$ cat config.mk
export PLATFORM = sky130hd
export DESIGN_NAME = eav_front
export DESIGN_NICKNAME = d
export VERILOG_FILES = /design/src/rtl/core/eav_pkg.sv /design/src/rtl/core/eav_front.sv
export SDC_FILE = /design/constraint.sdc
export NUM_CORES = 2
export LEC_CHECK = 0
export BUFFER_PORTS_ARGS = -buffer_cell sky130_fd_sc_hd__buf_4
export CAP_MARGIN = 20
export CORE_MARGIN = 4
export CORE_UTILIZATION = 40
export CTS_BUF_LIST = sky130_fd_sc_hd__clkbuf_4
export DETAILED_ROUTE_END_ITERATION = 10
export PLACE_DENSITY_LB_ADDON = 0.12
export SETUP_SLACK_MARGIN = 0.2
export SYNTH_ARGS = -nofsm -noshare
export SYNTH_HDL_FRONTEND = slang
export SYNTH_SLANG_ARGS = --single-unit
$ cat constraint.sdc
create_clock -name aclk -period 10.9 [get_ports aclk]
set_clock_uncertainty 0.05 [all_clocks]
set_input_delay 0.545 -clock aclk [delete_from_list [all_inputs] [get_ports aclk]]
set_output_delay 0.545 -clock aclk [all_outputs]
set_load 0.02 [all_outputs]
$ cat src/rtl/core/eav_pkg.sv
// Shared constants and types of the up vector datapath
`default_nettype none

package eav_pkg;

    localparam int ANGLE_BITS_DEF    = 16;
    localparam int OUT_FRAC_BITS_DEF = 14;

    localparam int IN_W    = 16;
    localparam int OUT_W   = 16;
    localparam int PHASE_W = 32;
    localparam int RES_W   = 30;   // quadrant residue
    localparam int X_W     = 31;   // radians, Q30, below pi/2
    localparam int X2_W    = 32;   // x squared, Q30
    localparam int TERM_W  = 31;   // Taylor term magnitude, Q30
    localparam int ACC_W   = 33;   // signed partial sum, Q30
    localparam int TRIG_W  = 32;   // folded sine / cosine, Q30

    localparam int NUM_CELLS    = 10;
    localparam int CELL_STAGES  = 3;
    localparam int FRONT_STAGES = 4;
    localparam int BACK_STAGES  = 6;
    localparam int LATENCY      = FRONT_STAGES + NUM_CELLS * CELL_STAGES + BACK_STAGES;

    localparam int PI_W     = 34;
    localparam int PI_SPLIT = 17;
    localparam logic [PI_W-1:0] PI_Q32 = 34'h3_243F_6A89;

    localparam logic [TERM_W-1:0] ONE_Q30 = 31'h4000_0000;

    typedef enum logic [1:0] {
        QUAD_I   = 2'd0,
        QUAD_II  = 2'd1,
        QUAD_III = 2'd2,
        QUAD_IV  = 2'd3
    } eav_quad_t;

    // running state of both Taylor series of one angle
    typedef struct packed {
        logic [TERM_W-1:0]        term_c;
        logic [TERM_W-1:0]        term_s;
        logic signed [ACC_W-1:0]  acc_c;
        logic signed [ACC_W-1:0]  acc_s;
        logic [X2_W-1:0]          x2;
    } eav_series_t;

endpackage

`default_nettype wire

$ cat src/rtl/core/eav_front.sv
// Angle to quadrant, radians and x squared, four register stages
`default_nettype none

module eav_front
    import eav_pkg::*;
#(
    parameter int ANGLE_BITS = ANGLE_BITS_DEF
) (
    input  logic                   aclk,
    input  logic                   en,
    input  logic signed [IN_W-1:0] angle,
    output eav_series_t            series,
    output eav_quad_t              quad
);

    localparam int PHI_W  = PI_W - PI_SPLIT;
    localparam int PP_W   = RES_W + PHI_W;
    localparam int XF_W   = 64;
    localparam int SQ_W   = 2 * X_W;
    localparam logic [PHI_W-1:0]    PI_HI = PI_Q32[PI_W-1:PI_SPLIT];
    localparam logic [PI_SPLIT-1:0] PI_LO = PI_Q32[PI_SPLIT-1:0];

    logic signed [PHASE_W-1:0] ext;
    logic [PHASE_W-1:0]        phase;
    logic [XF_W-1:0]           x_full;
    logic [SQ_W-1:0]           sq;

    logic [RES_W-1:0] res_reg;
    eav_quad_t        quad1_reg, quad2_reg, quad3_reg, quad4_reg;
    logic [PP_W-1:0]  prod_hi_reg, prod_lo_reg;
    logic [X_W-1:0]   x_reg, x4_reg;
    logic [X2_W-1:0]  x2_reg;

    assign ext    = PHASE_W'(angle);
    assign phase  = ext << (PHASE_W - ANGLE_BITS);
    assign x_full = XF_W'({prod_hi_reg, {PI_SPLIT{1'b0}}}) + XF_W'(prod_lo_reg);
    assign sq     = SQ_W'(x_reg) * SQ_W'(x_reg);

    always_ff @(posedge aclk) begin
        if (en) begin
            res_reg     <= phase[RES_W-1:0];
            quad1_reg   <= eav_quad_t'(phase[PHASE_W-1:RES_W]);
            prod_hi_reg <= PP_W'(res_reg) * PP_W'(PI_HI);
            prod_lo_reg <= PP_W'(res_reg) * PP_W'(PI_LO);
            quad2_reg   <= quad1_reg;
            x_reg       <= x_full[XF_W-1:XF_W-X_W];
            quad3_reg   <= quad2_reg;
            x2_reg      <= sq[SQ_W-1:30];
            x4_reg      <= x_reg;
            quad4_reg   <= quad3_reg;
        end
    end

    assign series.term_c = ONE_Q30;
    assign series.acc_c  = $signed({2'b00, ONE_Q30});
    assign series.term_s = x4_reg;
    assign series.acc_s  = $signed({2'b00, x4_reg});
    assign series.x2     = x2_reg;
    assign quad          = quad4_reg;

endmodule

`default_nettype wire

== Yosys cells after proc, flatten, opt, wreduce, memory -nomap -nowiden ==
Cells that the tools add are included.

* Bitwise gates (word level): 0
* Equality and inequality tests: 0
* Shift operators: 0
* Add/subtract/negate cells: 1
* Multiplexer cells: 0
* Div/mod/pow operators: 0
* Reductions and logical operators: 0
* $mul: 3
* Order comparisons: 0

{| class="wikitable"
|+ Operators by type and width
! kind !! count
|-
| adder 64 x 47 -> 64 bit || 1
|-
| multiplier 14 x 17 -> 31 bit (second input constant) || 2
|-
| multiplier 31 x 31 -> 62 bit || 1
|}

* Input bits: 18
* Output and inout bits: 162
* RAM bits: 0
* Logic and storage cells: 14
* Bits in latches: 0
* Memories kept: 0
* Register bits: 210
* Bits in read-only memories: 0

== Longest topological paths before layout ==
* Word-level depth: 1
* Mapped depth: 28
* Gate-level depth less buffers: 26

== Worst setup path after synthesis ==
OpenSTA, ideal clock, no wires.

* Path kind: register to register
* From: reg x_reg[4]
* To: reg x2_reg[25] (data pin)
* Setup slack: 3.363 ns
* Arrival: 7.227 ns
* Data required time: 10.589 ns
* Buffers on the path: 2
* Stages on the path, launching flop included: 27
* Setup time: 0.261 ns
* Clock period less this slack: 7.537 ns
* Cell sequence: edfxtp_1 clkbuf_1 clkbuf_1 nand2_1 fa_1 inv_1 fa_1 fa_1 inv_1 fa_1 inv_1 fa_1 fa_1 fa_1 inv_1 fa_1 inv_1 ha_1 a21o_1 a21o_1 a21oi_2 o21ai_1 or3b_1 o2111ai_1 a21oi_1 or3_1 xor2_1

* Word-level cells in the longest chain between the ends: 1

{| class="wikitable"
|+ Ends and longest elaborated chain
! what !! RTL line !! source
|-
| start, declared || eav_front.sv:31 || <nowiki>logic [X_W-1:0] x_reg, x4_reg;</nowiki>
|-
| start signal, assigned || eav_front.sv:46 || <nowiki>x_reg <= x_full[XF_W-1:XF_W-X_W];</nowiki>
|-
| multiplier 31 x 31 -> 62 bit || eav_front.sv:37 || <nowiki>assign sq = SQ_W'(x_reg) * SQ_W'(x_reg);</nowiki>
|-
| via sq[55] || eav_front.sv:26 || <nowiki>logic [SQ_W-1:0] sq;</nowiki>
|-
| end signal, assigned || eav_front.sv:48 || <nowiki>x2_reg <= sq[SQ_W-1:30];</nowiki>
|-
| end, declared || eav_front.sv:32 || <nowiki>logic [X2_W-1:0] x2_reg;</nowiki>
|}

The timed path passes the listed nets, and every way through them passes these cells.
A chain may end at the register's enable or synchronous reset.

== Worst setup path in the final report ==
* From: reg x_reg[19]
* To: reg x2_reg[25] (data pin)

Same word-level chain as after synthesis.

==> metrics <==
effective utilization at floorplan=0.404; run status=complete, no violations; Reg2Reg Depth=25; number of rows created at floorplan=116; number of storage elements in the synthesis netlist=161; origin of the worst setup path=x_reg[19]$_DFFE_PP_; launching point of the worst reg2reg path=x_reg[19]$_DFFE_PP_; final worst setup slack=2220 ps; router iterations before antenna repair=7; number of I/O port buffers=113; accumulated negative setup slack=0 ps; Syn-to-layout area delta=5.92%; combined global-route utilization of all metal layers=0.204; number of max-capacitance violations reported=0; Die ar.=106000 um^2; most numerous cell in the Yosys netlist=sky130_fd_sc_hd__inv_1; Slew Limit Fails=0; total via count in the routed design=25600; DR vias/cell=4.79; worst slew slack as a fraction of its limit=0.335; DR iter-0 viols=1249; number of remaining DRC errors=0; class of the tightest hold or removal check=in2reg; RSZ-0062 raised after global routing=no; Placer Congestion=0.888; number of flip-flops in the largest register=32; final critical path time including I/O delays and setup=8680 ps; clock tree buffer depth=2; leading register cell type out of synthesis=sky130_fd_sc_hd__edfxtp_1; endpoint kind of the worst setup timing path=flip-flop; R2R setup slack=2220 ps; Highest Clock Rate=115 MHz; arrival time reported for the critical path endpoint=9180 ps; largest area contributor in the netlist=sky130_fd_sc_hd__fa_1; wire length of the first global-routing pass=166000 um; post-synthesis cell type count=70; Required @ worst endpoint=11390 ps; antenna violations before repair=7; WL final=103000 um; final hold violations=0; fin crit share=0.796; post-synthesis sequential area ratio=0.120; critical path type=reg2reg; number of global-route vias before repair=28600; clock tree from TritonCTS=yes; post-cts resize count=0; pin count of the biggest net entering global routing=63; capture point of the worst reg-to-reg path=x2_reg[25]$_DFFE_PP_; H-tree level count=4; post-synthesis area per instance=10.1 um^2; floorplan die height=326 um; count of flip-flops with a built-in enable after synthesis=161; async set-reset flop share out of synthesis=0; Hold Crit Depth=1; number of instances in the synthesized netlist=3995; Worst Setup EP=x2_reg[25]$_DFFE_PP_; Startpoint Class=flip-flop; clock transition at the register clock pins on the worst setup and hold paths after CTS=190 ps; floorplan die width=326 um; cell area after technology mapping=40400 um^2; fraction of final layout cells sized beyond drive strength 1=0.0523; number of nets in the finished design=5434; number of failing setup endpoints in the final timing report=0; most instantiated cells after synthesis=sky130_fd_sc_hd__inv_1 (1104), sky130_fd_sc_hd__fa_1 (861), sky130_fd_sc_hd__ha_1 (512), sky130_fd_sc_hd__nand2_1 (302), sky130_fd_sc_hd__and2_1 (194); leading cell types by total area after synthesis=sky130_fd_sc_hd__fa_1 (43%), sky130_fd_sc_hd__ha_1 (16%), sky130_fd_sc_hd__edfxtp_1 (12%), sky130_fd_sc_hd__inv_1 (10%), sky130_fd_sc_hd__and2_1 (3.0%); clock network latency to the later pin of the worst-skew pair=760 ps; transition at the pin with the smallest max-transition slack=993 ps; critical-path maximum fanout=22; Post-DRT Antenna Nets=0; sum of net half-perimeters after detailed placement=83800 um; Std-Cell Core Area=100000 um^2; root buf cell=sky130_fd_sc_hd__clkbuf_4; worst-case setup slack after placement=2250 ps; clock sink total=161; number of warnings issued by yosys=0; I/O Pins=180; clock buffer count from CTS=17; remaining global-route overflow=0; post-DR wirelength/cell=19.2 um; fraction of synthesized cell area taken by the top area cell type=0.426
## area by class of cell
cell class | count | area [um^2]
clock inverter | 15 | 180
inverter | 1105 | 4150
fill | 9869 | 57300
multi-input combinational | 2587 | 30500
antenna | 5 | 12.5
clock buffer | 17 | 128
tap | 1298 | 1620
sequential | 161 | 4830
timing repair buffer | 171 | 1350
## how the worst min path moves through the flow
| stage | start | to | slack, ps |
|---|---|---|---|
| 2_1_floorplan | quad1_reg[0]$_DFFE_PP_ | quad2_reg[0]$_DFFE_PP_ | 350 |
| 3_3_place_gp | quad3_reg[0]$_DFFE_PP_ | quad[0]$_DFFE_PP_ | 350 |
| 3_5_place_dp | quad1_reg[0]$_DFFE_PP_ | quad2_reg[0]$_DFFE_PP_ | 360 |
| 4_1_cts | en | x2_reg[7]$_DFFE_PP_ | 270 |
| 5_1_grt | en | x2_reg[7]$_DFFE_PP_ | 300 |
| 6_report | en | x4_reg[30]$_DFFE_PP_ | 380 |
## timing repair
item | in CTS | in global routing
hold buffers | 16 | 0
buffers inserted | 0 | 0
endpoints found under the hold margin | 16 | 0
## stage by stage
step	std cells	area [um^2]	utilization	hold slack (ps)
final	5359	42800	0.427	379
after global routing	5359	42800	0.427	303
after CTS	5354	42800	0.427	275
after detailed placement	5306	42300	0.423	358
after global placement	5305	42300	0.422	352
after floorplan	4059	40700	-	350
## worst max-delay path, stage by stage, from the launching register on
cell and delay (ps):
sky130_fd_sc_hd__edfxtp_1 880, sky130_fd_sc_hd__buf_4 500, sky130_fd_sc_hd__nand2_1 190, sky130_fd_sc_hd__fa_1 540, sky130_fd_sc_hd__inv_1 60, sky130_fd_sc_hd__fa_1 510
sky130_fd_sc_hd__inv_1 50, sky130_fd_sc_hd__fa_1 460, sky130_fd_sc_hd__fa_1 510, sky130_fd_sc_hd__inv_1 50, sky130_fd_sc_hd__fa_1 550, sky130_fd_sc_hd__fa_1 430
sky130_fd_sc_hd__fa_1 490, sky130_fd_sc_hd__inv_1 50, sky130_fd_sc_hd__fa_1 470, sky130_fd_sc_hd__inv_1 40, sky130_fd_sc_hd__ha_1 340, sky130_fd_sc_hd__a21o_1 190
sky130_fd_sc_hd__a21o_1 190, sky130_fd_sc_hd__a21oi_2 170, sky130_fd_sc_hd__o21ai_1 300, sky130_fd_sc_hd__or3b_1 460, sky130_fd_sc_hd__o2111ai_1 270, sky130_fd_sc_hd__a21oi_1 140
sky130_fd_sc_hd__or3_1 380, sky130_fd_sc_hd__xor2_1 150
## logic make-up after synthesis
logic type                 count (synthesis)  share of synthesized area
AOI/OAI and AO/OA                        310                     0.0505
xor gates and xnor gates                 127                     0.0275
adders and majority gates               1373                      0.585
buffers and inverters                   1311                      0.131
DFF                                      161                      0.120
muxes                                      5                    0.00127
other                                      2                   0.000186
and+or+nand+nor                          706                     0.0851
## layer usage
layer	part of all wire	up-vias	routed length (um)	global-route usage
li1	-	12000	-	-
met1	0.47	12900	48000	0.295
met2	0.47	601	47900	0.331
met3	0.051	79	5220	0.0260
met4	0.018	0	1870	0.0429
met5	0	-	0	0
## placed cells by master, fill, tap and decap left out, drive strengths merged, types with 12 or more instances in the layout
cell type    count
inv           1109
fa             861
ha             512
nand2          302
and2           194
edfxtp         161
buf            154
a21oi          103
nor2            87
xnor2           71
conb            66
a21o            57
xor2            56
o21ai           48
nand3           26
nand4           19
clkbuf          18
dlygate4sd3     16
and3            15
nor3            14
o21bai          14
nor2b           13
nand2b          12
Power is not shown: default switching activity piles up to over one toggle a cycle in this logic, so the estimate is an artifact.
